$ cat src/hw/rtl/tdpc_pkg.sv
// Shared types, constants and the control program of the trial-division prime collector.
package tdpc_pkg;

    // Number of slots in the prime store; the found count saturates here.
    localparam int CAPACITY = 4096;

    localparam int CAND_W = 31;
    localparam int SLOT_W = 12;
    localparam int CNT_W  = $clog2(CAPACITY + 1);
    // The largest divisor ever tried is just below the square root of 2^31.
    localparam int DIV_W  = 16;
    localparam int SQ_W   = 32;
    localparam int BIT_W  = $clog2(CAND_W);
    localparam int UPC_W  = 3;

    typedef logic [UPC_W-1:0] t_upc;

    // Step addresses of the control program.
    localparam t_upc S_IDLE  = 3'd0;
    localparam t_upc S_SMALL = 3'd1;
    localparam t_upc S_TEST  = 3'd2;
    localparam t_upc S_DIV   = 3'd3;
    localparam t_upc S_REM   = 3'd4;
    localparam t_upc S_PRIME = 3'd5;
    localparam t_upc S_COMP  = 3'd6;

    typedef enum logic [2:0] {
        OP_LOAD,
        OP_INIT_D,
        OP_DIV_INIT,
        OP_DIV_STEP,
        OP_NEXT_D,
        OP_WR_PRIME,
        OP_WR_COMP
    } t_op;

    typedef enum logic [2:0] {
        C_NOT_VALID,
        C_OUT_BUSY,
        C_LT2,
        C_SQ_GT,
        C_BIT_MORE,
        C_REM_ZERO
    } t_cond;

    typedef struct packed {
        t_cond cond;
        logic  hold;
        t_upc  jump;
        t_upc  next;
        t_op   op;
    } t_uword;

    typedef struct packed {
        t_op  op;
        logic exec;
    } t_ctrl;

    typedef struct packed {
        logic in_valid;
        logic out_busy;
        logic lt2;
        logic sq_gt;
        logic bit_more;
        logic rem_zero;
    } t_status;

    // The control program: when the condition holds the step goes to jump, otherwise
    // to next. A step with hold set does not run its operation while it waits.
    function automatic t_uword ucode_rom(input t_upc addr);
        t_uword w;
        unique case (addr)
            S_IDLE:  w = '{C_NOT_VALID, 1'b1, S_IDLE,  S_SMALL, OP_LOAD};
            S_SMALL: w = '{C_LT2,       1'b0, S_COMP,  S_TEST,  OP_INIT_D};
            S_TEST:  w = '{C_SQ_GT,     1'b0, S_PRIME, S_DIV,   OP_DIV_INIT};
            S_DIV:   w = '{C_BIT_MORE,  1'b0, S_DIV,   S_REM,   OP_DIV_STEP};
            S_REM:   w = '{C_REM_ZERO,  1'b0, S_COMP,  S_TEST,  OP_NEXT_D};
            S_PRIME: w = '{C_OUT_BUSY,  1'b1, S_PRIME, S_IDLE,  OP_WR_PRIME};
            S_COMP:  w = '{C_OUT_BUSY,  1'b1, S_COMP,  S_IDLE,  OP_WR_COMP};
            default: w = '{C_OUT_BUSY,  1'b1, S_IDLE,  S_IDLE,  OP_WR_COMP};
        endcase
        return w;
    endfunction

endpackage

$ cat src/hw/rtl/tdpc_if.sv
// Handshake channels of the prime collector: candidate items in, result items out.
interface tdpc_in_if
    import tdpc_pkg::*;
();
    logic              valid;
    logic              ready;
    logic [CAND_W-1:0] candidate;

    modport source (output valid, output candidate, input ready);
    modport sink   (input valid, input candidate, output ready);
endinterface

interface tdpc_out_if
    import tdpc_pkg::*;
();
    logic              valid;
    logic              ready;
    logic              is_prime_flag;
    logic              stored;
    logic [SLOT_W-1:0] slot;

    modport source (output valid, output is_prime_flag, output stored, output slot,
                    input ready);
    modport sink   (input valid, input is_prime_flag, input stored, input slot,
                    output ready);
endinterface

$ cat src/hw/rtl/tdpc_sequencer.sv
// Step counter and control store of the prime collector.
module tdpc_sequencer
    import tdpc_pkg::*;
(
    input  logic    i_clk,
    input  logic    i_rst_n,
    input  t_status i_status,
    output t_ctrl   o_ctrl
);

    t_upc   r_upc;
    t_upc   n_upc;
    t_uword w_word;
    logic   w_cond;

    always_comb begin
        w_word = ucode_rom(r_upc);
        unique case (w_word.cond)
            C_NOT_VALID: w_cond = !i_status.in_valid;
            C_OUT_BUSY:  w_cond = i_status.out_busy;
            C_LT2:       w_cond = i_status.lt2;
            C_SQ_GT:     w_cond = i_status.sq_gt;
            C_BIT_MORE:  w_cond = i_status.bit_more;
            C_REM_ZERO:  w_cond = i_status.rem_zero;
            default:     w_cond = 1'b0;
        endcase
        n_upc       = w_cond ? w_word.jump : w_word.next;
        o_ctrl.op   = w_word.op;
        o_ctrl.exec = !(w_cond && w_word.hold);
    end

    always_ff @(posedge i_clk) begin
        if (!i_rst_n) begin
            r_upc <= S_IDLE;
        end else begin
            r_upc <= n_upc;
        end
    end

    a_upc_range: assert property (@(posedge i_clk) disable iff (!i_rst_n)
        r_upc <= S_COMP)
        else $error("step counter left the program");

    a_load_idle: assert property (@(posedge i_clk) disable iff (!i_rst_n)
        (o_ctrl.op == OP_LOAD && o_ctrl.exec) |=> r_upc == S_SMALL)
        else $error("loaded item did not start its test");

    a_wait_hold: assert property (@(posedge i_clk) disable iff (!i_rst_n)
        (r_upc == S_PRIME && i_status.out_busy) |=> r_upc == S_PRIME)
        else $error("prime result left while output was busy");

endmodule

$ cat src/hw/rtl/tdpc_datapath.sv
// Candidate, divisor, square and remainder registers, found count and result register.
module tdpc_datapath
    import tdpc_pkg::*;
(
    input  logic              i_clk,
    input  logic              i_rst_n,
    input  t_ctrl             i_ctrl,
    input  logic              i_in_valid,
    input  logic [CAND_W-1:0] i_candidate,
    input  logic              i_out_ready,
    output t_status           o_status,
    output logic              o_out_valid,
    output logic              o_is_prime_flag,
    output logic              o_stored,
    output logic [SLOT_W-1:0] o_slot
);

    logic [CAND_W-1:0] r_n;
    logic [DIV_W-1:0]  r_d;
    logic [SQ_W-1:0]   r_sq;
    logic [DIV_W-1:0]  r_rem;
    logic [BIT_W-1:0]  r_bit;
    logic [CNT_W-1:0]  r_count;
    logic              r_out_valid;
    logic              r_flag;
    logic              r_stored;
    logic [SLOT_W-1:0] r_slot;

    logic [DIV_W:0]   w_rem_sh;
    logic [DIV_W+1:0] w_diff;
    logic [DIV_W-1:0] w_rem_next;
    logic             w_has_room;
    logic             w_run;

    always_comb begin
        w_rem_sh   = {r_rem, r_n[r_bit]};
        w_diff     = {1'b0, w_rem_sh} - {2'b00, r_d};
        w_rem_next = w_diff[DIV_W+1] ? w_rem_sh[DIV_W-1:0] : w_diff[DIV_W-1:0];
        w_has_room = r_count < CNT_W'(CAPACITY);
        w_run      = i_ctrl.exec;

        o_status.in_valid = i_in_valid;
        o_status.out_busy = r_out_valid && !i_out_ready;
        o_status.lt2      = r_n < CAND_W'(2);
        o_status.sq_gt    = r_sq > {1'b0, r_n};
        o_status.bit_more = r_bit != '0;
        o_status.rem_zero = r_rem == '0;
    end

    always_ff @(posedge i_clk) begin
        if (w_run) begin
            unique case (i_ctrl.op)
                OP_LOAD: begin
                    r_n <= i_candidate;
                end
                OP_INIT_D: begin
                    r_d  <= DIV_W'(2);
                    r_sq <= SQ_W'(4);
                end
                OP_DIV_INIT: begin
                    r_rem <= '0;
                    r_bit <= BIT_W'(CAND_W - 1);
                end
                OP_DIV_STEP: begin
                    r_rem <= w_rem_next;
                    r_bit <= r_bit - BIT_W'(1);
                end
                OP_NEXT_D: begin
                    // (d+1)^2 = d^2 + 2d + 1
                    r_sq <= r_sq + SQ_W'({r_d, 1'b1});
                    r_d  <= r_d + DIV_W'(1);
                end
                OP_WR_PRIME: begin
                    r_flag   <= 1'b1;
                    r_stored <= w_has_room;
                    r_slot   <= w_has_room ? SLOT_W'(r_count) : '0;
                end
                OP_WR_COMP: begin
                    r_flag   <= 1'b0;
                    r_stored <= 1'b0;
                    r_slot   <= '0;
                end
                default: begin
                    r_flag <= r_flag;
                end
            endcase
        end
    end

    always_ff @(posedge i_clk) begin
        if (!i_rst_n) begin
            r_count     <= '0;
            r_out_valid <= 1'b0;
        end else begin
            if (w_run && (i_ctrl.op == OP_WR_PRIME || i_ctrl.op == OP_WR_COMP)) begin
                r_out_valid <= 1'b1;
            end else if (i_out_ready) begin
                r_out_valid <= 1'b0;
            end
            if (w_run && i_ctrl.op == OP_WR_PRIME && w_has_room) begin
                r_count <= r_count + CNT_W'(1);
            end
        end
    end

    assign o_out_valid     = r_out_valid;
    assign o_is_prime_flag = r_flag;
    assign o_stored        = r_stored;
    assign o_slot          = r_slot;

    a_count_cap: assert property (@(posedge i_clk) disable iff (!i_rst_n)
        r_count <= CNT_W'(CAPACITY))
        else $error("found count passed capacity");

    a_stored_prime: assert property (@(posedge i_clk) disable iff (!i_rst_n)
        (r_out_valid && r_stored) |-> r_flag)
        else $error("stored result not flagged prime");

    a_slot_zero: assert property (@(posedge i_clk) disable iff (!i_rst_n)
        (r_out_valid && !r_stored) |-> r_slot == '0)
        else $error("slot not zero for unstored result");

endmodule

$ cat src/hw/rtl/trial_division_prime_collector.sv
// Top level of the trial-division prime collector.
//
//  channel   | modport | payload                          | moves
//  ----------+---------+----------------------------------+-----------------------------
//  i_in      | sink    | candidate[30:0]                  | one candidate item
//  o_out     | source  | is_prime_flag, stored, slot[11:0]| one result item per candidate
//
// A candidate below 2 goes from the load step through the small check to the composite
// write step, which fills the output register; the program then returns to the load step
// for the next candidate. Otherwise each tried divisor takes the bound check, 31 steps of
// the one-bit restoring remainder unit and the remainder check, so the time for an item
// grows with the divisors tried; most of it is spent in the remainder unit.
// Reset: synchronous, active low; it clears the step counter, the found count and the
// output valid flag, and input ready stays low while it is asserted. Stalls: a finished
// result waits in the output register while the next candidate is accepted; only when a
// second result is ready and the first is still untaken does the program hold at its
// write step.
module trial_division_prime_collector
    import tdpc_pkg::*;
(
    input  logic              i_clk,
    input  logic              i_rst_n,
    tdpc_in_if.sink           i_in,
    tdpc_out_if.source        o_out
);

    // The sequencer steps through the control program; each step's control word tells
    // the datapath which operation to run and whether to run it this cycle.
    t_ctrl   w_ctrl;
    t_status w_status;

    tdpc_sequencer u_seq (
        .i_clk    (i_clk),
        .i_rst_n  (i_rst_n),
        .i_status (w_status),
        .o_ctrl   (w_ctrl)
    );

    tdpc_datapath u_dp (
        .i_clk           (i_clk),
        .i_rst_n         (i_rst_n),
        .i_ctrl          (w_ctrl),
        .i_in_valid      (i_in.valid),
        .i_candidate     (i_in.candidate),
        .i_out_ready     (o_out.ready),
        .o_status        (w_status),
        .o_out_valid     (o_out.valid),
        .o_is_prime_flag (o_out.is_prime_flag),
        .o_stored        (o_out.stored),
        .o_slot          (o_out.slot)
    );

    // A candidate item is taken only at the load step of the program, and never while
    // reset is asserted.
    assign i_in.ready = i_rst_n && (w_ctrl.op == OP_LOAD);

endmodule
$ cat src/flat_wrapper.sv
// flat-port wrapper written by rule: the top's interface ports become plain ports
module trial_division_prime_collector_flat import tdpc_pkg::*;
  (i_clk, i_rst_n, i_in_valid, i_in_candidate, i_in_ready, o_out_valid, o_out_is_prime_flag, o_out_stored, o_out_slot, o_out_ready);
  tdpc_in_if i_in_i ();
  tdpc_out_if o_out_i ();
  input  logic i_clk;
  input  logic i_rst_n;
  input wire logic [$bits(i_in_i.valid)-1:0] i_in_valid;
  input wire logic [$bits(i_in_i.candidate)-1:0] i_in_candidate;
  output wire logic [$bits(i_in_i.ready)-1:0] i_in_ready;
  output wire logic [$bits(o_out_i.valid)-1:0] o_out_valid;
  output wire logic [$bits(o_out_i.is_prime_flag)-1:0] o_out_is_prime_flag;
  output wire logic [$bits(o_out_i.stored)-1:0] o_out_stored;
  output wire logic [$bits(o_out_i.slot)-1:0] o_out_slot;
  input wire logic [$bits(o_out_i.ready)-1:0] o_out_ready;
  assign i_in_i.valid = i_in_valid;
  assign i_in_i.candidate = i_in_candidate;
  assign i_in_ready = i_in_i.ready;
  assign o_out_valid = o_out_i.valid;
  assign o_out_is_prime_flag = o_out_i.is_prime_flag;
  assign o_out_stored = o_out_i.stored;
  assign o_out_slot = o_out_i.slot;
  assign o_out_i.ready = o_out_ready;
  trial_division_prime_collector u_core (.i_clk(i_clk), .i_rst_n(i_rst_n), .i_in(i_in_i), .o_out(o_out_i));
endmodule
$ cat config.mk
export PLATFORM = sky130hd
export DESIGN_NAME = trial_division_prime_collector_flat
export DESIGN_NICKNAME = d
export VERILOG_FILES = /design/src/hw/rtl/tdpc_pkg.sv /design/src/hw/rtl/tdpc_if.sv /design/src/hw/rtl/tdpc_sequencer.sv /design/src/hw/rtl/tdpc_datapath.sv /design/src/hw/rtl/trial_division_prime_collector.sv /design/src/flat_wrapper.sv
export SDC_FILE = /design/constraint.sdc
export NUM_CORES = 1
export LEC_CHECK = 0
export BUFFER_PORTS_ARGS = -buffer_cell sky130_fd_sc_hd__buf_2
export CORE_ASPECT_RATIO = 1.2
export CORE_MARGIN = 4
export CORE_UTILIZATION = 35
export DETAILED_ROUTE_END_ITERATION = 7
export GPL_TIMING_DRIVEN = 0
export HOLD_SLACK_MARGIN = 0.06
export PLACE_DENSITY_LB_ADDON = 0.25
export SKIP_LAST_GASP = 1
export SLEW_MARGIN = 15
export SYNTH_ARGS = -nofsm -noshare
export SYNTH_HDL_FRONTEND = slang
export SYNTH_SLANG_ARGS = --single-unit
$ cat constraint.sdc
create_clock -name i_clk -period 5.3 [get_ports i_clk]
set_input_delay 0.795 -clock i_clk [delete_from_list [all_inputs] [get_ports i_clk]]
set_output_delay 0.795 -clock i_clk [all_outputs]
set_load 0.01 [all_outputs]
* Word level (Yosys, flattened, before mapping)
Index checks and enable logic that the tools add are counted.
Word-level totals: bits in latches 0, RAM bits 0, memories kept 0, bits in read-only memories 0, register bits 131
Operators by class: equality and inequality tests 17, add/subtract/negate cells 5, divide/modulo/power cells 0, muxes and demuxes 16, magnitude comparators 4, $mul 0, bitwise gates (word level) 1, shift-type cells 0, reductions and logical operators 23
Operator list (number):
- 13-bit case mux with 7 select lines | 1
- 16-bit case mux with 2 select lines | 2
- 32-bit case mux with 2 select lines | 1
- 32-bit by 17-bit adder with 32-bit output | 1
- 32-bit by 31-bit greater-than comparator with 1-bit output | 1
- 31-bit by 2-bit less-than comparator with 1-bit output (second input constant) | 1
- 3-bit equality test (second input constant) | 8
- 12-bit case mux with 2 select lines | 1
- 3-bit by 2-bit equality test with 1-bit output (second input constant) | 6
- 17-bit by 16-bit subtractor with 18-bit output | 1
- 16-bit by 1-bit adder with 16-bit output (second input constant) | 1
- 16-bit zero test | 1
- 16-bit 2-to-1 mux | 1
- 13-bit by 1-bit adder with 13-bit output (second input constant) | 1
- 13-bit less-than comparator (second input constant) | 1
- 12-bit 2-to-1 mux | 1
- 5-bit case mux with 2 select lines | 1
- 3-bit by 1-bit equality test with 1-bit output (second input constant) | 3
- 3-bit zero test | 3
- 2-bit AND reduction | 4
- 2-bit nonzero test | 4
- 1-bit logical AND | 6
- 5-bit by 6-bit less-than comparator with 1-bit output (second input constant) | 1
- 1-bit case mux with 6 select lines | 1
- other kinds (9) | 14

* Longest topological paths before layout
word-level depth 8, depth in mapped cells 16, gate-level depth less buffers 15

* By module
From an unflattened synthesis, not the netlist that was laid out.
Second synthesis, totals: cells, all modules 877, area, all modules 8760.9 um2
By module, submodules not included:
- tdpc_datapath | area an instance 8473.1 um2, cells each 842, instances 1
- tdpc_sequencer | area an instance 272.8 um2, cells each 34, instances 1
- trial_division_prime_collector | area an instance 15.0 um2, cells each 1, instances 1

* Worst setup path after synthesis
OpenSTA, ideal clock, no wires.
path type register to register, from register u_core.u_dp.r_bit[0], to register u_core.u_dp.r_rem[11] (data pin), clock period less this slack 4015 ps, setup time 266 ps, required time 5034 ps, cell stages (with the launch flop) 15, slack 1285 ps, arrival time 3750 ps, cells stage by stage edfxtp_1 buf_1 mux4_2 mux4_2 mux2i_1 ha_1 nor2b_1 o31ai_1 a21oi_1 o21ba_2 o31a_1 o21ai_4 buf_8 mux2i_1 nor2_1
On the way: cells in the longest elaborated chain, start to end 5
RTL lines:
- start, declared | line tdpc_datapath.sv:22 | logic [BIT_W-1:0] r_bit;
- start signal, assigned | line tdpc_datapath.sv:62 | r_bit <= BIT_W'(CAND_W - 1);
- start signal, assigned | line tdpc_datapath.sv:66 | r_bit <= r_bit - BIT_W'(1);
- 1-bit binary-select mux with 5-bit select | line tdpc_datapath.sv:36 | w_rem_sh = {r_rem, r_n[r_bit]};
- 1-bit 2-to-1 mux (implied by the code) | line tdpc_datapath.sv:36
- 17-bit by 16-bit subtractor with 18-bit output | line tdpc_datapath.sv:37 | w_diff = {1'b0, w_rem_sh} - {2'b00, r_d};
- 16-bit 2-to-1 mux | line tdpc_datapath.sv:38 | w_rem_next = w_diff[DIV_W+1] ? w_rem_sh[DIV_W-1:0] : w_diff[DIV_W-1:0];
- 16-bit case mux with 2 select lines | line tdpc_datapath.sv:52 | unique case (i_ctrl.op)
- end signal, assigned | line tdpc_datapath.sv:65 | r_rem <= w_rem_next;
- end, declared | line tdpc_datapath.sv:21 | logic [DIV_W-1:0] r_rem;
Every way passes these cells. The select of a mux whose other input is x is not followed. A chain may end at the register's enable or synchronous reset.

* Worst setup path in the final report
from register u_core.u_dp.r_bit[0], to register u_core.u_dp.r_rem[7] (data pin)
Same word-level chain as after synthesis.

==> results.md <==
GRT:
- The first global-routing pass estimated about 30000 um of wire.
- The largest net degree at the start of global routing is 32.
- After global routing the overflow that remains totals 0.
- The via count of the first global-routing pass is 5833.
- The initial antenna violation count is 0.
- The overall global routing resource usage is between 10% and 20%.

CTS:
- The TritonCTS buffer count is 17.
- The number of gates resized after CTS was 0.
- Post-CTS timing repair inserted 0 buffers for setup.
- Clock tree synthesis selected as its root buffer the cell sky130_fd_sc_hd__clkbuf_16.
- The clock tree synthesis step divided the H-tree into 4 levels.
- TritonCTS built the clock tree.
- The number of clock sinks seen by CTS is approximately 130.
- The number of hold buffers added after cts is 0.
- The latest clock arrival within the worst-skew pair is ~0.42 ns.
- Clock-pin slew was measured on the worst setup and hold paths at around 0.060 ns.
- The number of buffers between clock root and the deepest sink is 2.

Pwr:
- For this design the ratio of total power to cell area is approximately 600 nW/um^2.
- The worst-case IR drop observed on VDD is between 0.3 and 0.4 mV.
- For this design the static power due to leakage is approximately 3.7 nW.
- Total power for the finished layout comes to roughly 5.6 mW.

Min path:
- In this run the worst hold path is classified as flop to flop.

Logic synthesis:
- The netlist uses between 50 and 60 different library cells.
- Counting flops and latches in the post-synthesis netlist gives 131.
- The sequential share of the synthesized area is between 40% and 50%.
- The number of enable-type register cells in the synthesized netlist is 114.
- A synthesized cell averages approximately 10 sq um.
- Summed over all instances, the cell type with the most area after synthesis is sky130_fd_sc_hd__edfxtp_1.
- In the synthesized netlist, the number of instances is 784.
- The fraction of synthesized cell area taken by the top area cell type is around two fifths.
- The number of nets in the synthesized netlist is between 800 and 900.
- Counting flops with an async set or reset pin after synthesis yields a share of 0%.
- During synthesis, Yosys emitted a total of 0 warnings.
- Among all flip-flop cells after synthesis, the most frequent one is sky130_fd_sc_hd__edfxtp_1.
- The cell area that synthesis handed to floorplanning was approximately 8000 sq um.
- Sorting the synthesized cells by area gives the leading types as sky130_fd_sc_hd__edfxtp_1 (42%), sky130_fd_sc_hd__ha_1 (10%), sky130_fd_sc_hd__xnor2_1 (4.5%), sky130_fd_sc_hd__dfxtp_1 (4.2%), sky130_fd_sc_hd__nor2_1 (3.8%).

Detailed routing:
- The routed layout has about 6.0k vias.
- The pre-antenna-repair detailed-routing pass consisted of 5 iterations.
- The remaining antenna violation count after routing is 0.
- The per-cell via count in the routed design is 5.08.
- The number of DRC violations after detailed routing is 0.
- The number of design-rule violations left by the first detailed-router iteration is ~340.
- The final wirelength is around 18000 um.
- The average wire length per cell after detail routing is roughly 16 um.

Finish:
- The library cell used most frequently in the layout, excluding fill and tap cells, is sky130_fd_sc_hd__edfxtp_1.
- The number of diodes is 0.
- Compared with the post-synthesis result, the final layout area differs by 15.4%.
- The proportion of layout cells with a drive suffix above 1 is between 10% and 20%.
- For this run, the share of the core covered by cells in the final layout is 41.5%.
- Leaving out fill and tap cells, the most frequent cells in the layout are sky130_fd_sc_hd__edfxtp_1 (114), sky130_fd_sc_hd__nor2_1 (82), sky130_fd_sc_hd__ha_1 (67).
- The number of nets in the layout is 958.
- The final cell count without fillers is roughly 1.2k.

Place:
- Timing analysis after detailed placement gives a worst setup slack of approximately 0.45 ns.
- The number of buffers added on ports is 49.
- The final weighted congestion of routability-driven global placement is roughly 0.8.
- The total instance count after detailed placement is 1145.
- The half-perimeter wire length after placement is roughly 14000 um.

Floorplanning:
- The region available for standard cell placement spans 22700 sq um.
- The chip width is between 100 and 150 um.
- In this run the core area contains 60 standard-cell rows.
- In this run the count of I/O pins placed on the die edge is 51.
- The overall die area is about 26000 sq um.
- For this configuration, the core starts out at a cell density of between 30% and 40%.
- The die extent in y is 175 um.

Critical path:
- The worst setup path is launched from a flop.
- The critical path starts at u_core.u_dp.r_bit[0]$_SDFFCE_PP0P_.
- The data required time at the worst endpoint is 5.45 ns.
- In this run the critical register-to-register path is launched from u_core.u_dp.r_bit[0]$_SDFFCE_PP0P_.
- The kind of end point of the critical path is a flop.
- The data arrival time of the worst path is roughly 5.0 ns.
- The worst register-to-register path has a depth of 14.
- In this run the register-to-register setup slack is 0.45 ns.
- The start-to-end type of the worst setup path is flop to flop.
- In this run the critical register-to-register path is captured at u_core.u_dp.r_rem[7]$_SDFFCE_PP0P_.
- Of all nets on the critical path, the largest fanout is 10.
- The most critical setup path has its endpoint at u_core.u_dp.r_rem[7]$_SDFFCE_PP0P_.

STA:
- Setup violations remaining at the end of the flow were counted as 0.
- The worst-case headroom to the max-slew limit is ~25%.
- Adding up every negative setup slack in the final design gives 0 ns.
- The number of pins exceeding their max-slew limit in the final report is 0.
- Setup repair after global routing left no endpoint under its margin.
- In the post-route analysis, the smallest setup slack over all paths is about 0.45 ns.
- The portion of the clock cycle consumed by the worst path in the final layout is approximately nine tenths.
- The worst clock skew is approximately 0.010 ns.
- The final hold violation count is 0.
- The maximum clock frequency is about 0.21 GHz.
- The smallest clock period supported by the final layout is computed as about 4.8 ns.
- The transition time of the tightest slew-check pin is about 1.1 ns.

Run:
- The max-cap check violation count is 0.

Run status:
- The run finished with clean final reports.
[layout make-up]
type | instances | area [sq um]
plain buffers | 17 | 76.3
flip-flops and latches | 131 | 3760
multi-input cells | 574 | 4110
well taps | 310 | 388
clock buffers | 19 | 454
clock inverters | 13 | 96.3
repair buffers | 51 | 300
inverters | 62 | 233
fillers | 2240 | 13300
[layer usage]
layer	vias up	global-route usage (%)	share of wire, %
met5	-	0	0
met4	0	3.92	1.5
met3	19	2.66	2.9
met2	96	25.1	50
met1	2833	18.7	46
li1	3027	-	-
[sequential cells by signal, summed over array words and instances (netlist names)]
| register | cells |
|---|---|
| u_core.u_dp.r_bit | 5 |
| u_core.u_dp.r_rem | 16 |
| u_core.u_dp.o_slot | 12 |
| u_core.u_dp.r_count | 13 |
| u_core.u_dp.r_n | 31 |
| u_core.u_dp.o_is_prime_flag | 1 |
| u_core.u_dp.o_out_valid | 1 |
| u_core.u_dp.r_d | 16 |
| u_core.u_seq.r_upc | 3 |
| u_core.u_dp.r_sq | 32 |
| u_core.u_dp.o_stored | 1 |
[kinds of logic (layout without fill, tap and decap cells)]
logic type,Yosys count,count (layout),synth area share [%]
xor gates and xnor gates,49,49,5.26
and+or+nand+nor,273,273,16.9
muxes,26,26,4.43
DFF,131,131,46.1
AOI/OAI and AO/OA,157,157,12.7
buffers and inverters,79,162,3.79
adders and majority gates,69,69,10.8
[critical path, cell delays in order, from the launching register on]
cell                       delay (ns)
sky130_fd_sc_hd__edfxtp_1        0.45
sky130_fd_sc_hd__buf_1           0.49
sky130_fd_sc_hd__mux4_2          0.60
sky130_fd_sc_hd__mux4_2          0.47
sky130_fd_sc_hd__mux2i_1         0.27
sky130_fd_sc_hd__ha_1            0.25
sky130_fd_sc_hd__nor2b_1         0.07
sky130_fd_sc_hd__o31ai_1         0.37
sky130_fd_sc_hd__a21oi_1         0.16
sky130_fd_sc_hd__o21ba_2         0.27
sky130_fd_sc_hd__o31a_1          0.30
sky130_fd_sc_hd__o21ai_4         0.40
sky130_fd_sc_hd__buf_8           0.22
sky130_fd_sc_hd__mux2i_1         0.20
sky130_fd_sc_hd__nor2_1          0.06
[cell usage after synthesis (3+ instances only)]
master	count
sky130_fd_sc_hd__nand2_1	40
sky130_fd_sc_hd__nand4_1	15
sky130_fd_sc_hd__dfxtp_1	17
sky130_fd_sc_hd__clkbuf_1	13
sky130_fd_sc_hd__o211ai_1	3
sky130_fd_sc_hd__edfxtp_1	114
sky130_fd_sc_hd__nor4_1	18
sky130_fd_sc_hd__a211o_1	3
sky130_fd_sc_hd__a21boi_0	11
sky130_fd_sc_hd__nand2b_1	5
sky130_fd_sc_hd__o21a_1	14
sky130_fd_sc_hd__ha_1	67
sky130_fd_sc_hd__a21o_1	18
sky130_fd_sc_hd__o21ai_0	32
sky130_fd_sc_hd__and2_1	22
sky130_fd_sc_hd__and3_1	8
sky130_fd_sc_hd__nor3b_1	4
sky130_fd_sc_hd__mux4_2	8
sky130_fd_sc_hd__a31oi_1	5
sky130_fd_sc_hd__xnor2_1	42
sky130_fd_sc_hd__or3_1	13
sky130_fd_sc_hd__nand3_1	22
sky130_fd_sc_hd__mux2i_1	17
sky130_fd_sc_hd__a21oi_1	39
sky130_fd_sc_hd__a211oi_1	11
sky130_fd_sc_hd__or2_2	4
sky130_fd_sc_hd__inv_1	62
sky130_fd_sc_hd__xor2_1	7
sky130_fd_sc_hd__nor3_1	19
sky130_fd_sc_hd__nor2_1	82
sky130_fd_sc_hd__nor2b_1	11
[worst min-delay path by stage]
| stage | start | depth (start not counted) | to |
|---|---|---|---|
| final | u_core.u_dp.r_count[12]$_SDFFE_PN0P_ | 1 | u_core.u_dp.r_count[12]$_SDFFE_PN0P_ |
| after detailed placement | u_core.u_dp.r_count[12]$_SDFFE_PN0P_ | 1 | u_core.u_dp.r_count[12]$_SDFFE_PN0P_ |
| after global routing | u_core.u_dp.r_count[12]$_SDFFE_PN0P_ | 1 | u_core.u_dp.r_count[12]$_SDFFE_PN0P_ |
| after CTS | u_core.u_dp.r_count[12]$_SDFFE_PN0P_ | 1 | u_core.u_dp.r_count[12]$_SDFFE_PN0P_ |
| after global placement | u_core.u_dp.r_count[12]$_SDFFE_PN0P_ | 1 | u_core.u_dp.r_count[12]$_SDFFE_PN0P_ |
| after floorplan | u_core.u_dp.r_count[12]$_SDFFE_PN0P_ | 1 | u_core.u_dp.r_count[12]$_SDFFE_PN0P_ |
[power breakdown]
part | total [mW] | switching, mW | leakage [nW] | internal (mW)
logic | 2.59 | 1.48 | 2.22 | 1.10
clock network | 1.10 | 0.472 | 0.270 | 0.631
registers | 1.93 | 0.328 | 1.22 | 1.60
[metrics by stage]
step	area, sq um	hold WS [ns]
final	9420	0.498
after global routing	9420	0.528
after CTS	9420	0.498
after detailed placement	8870	0.477
after global placement	8800	0.482
after floorplan	8160	0.464
Note: power is estimated with default switching activity, not from simulation.
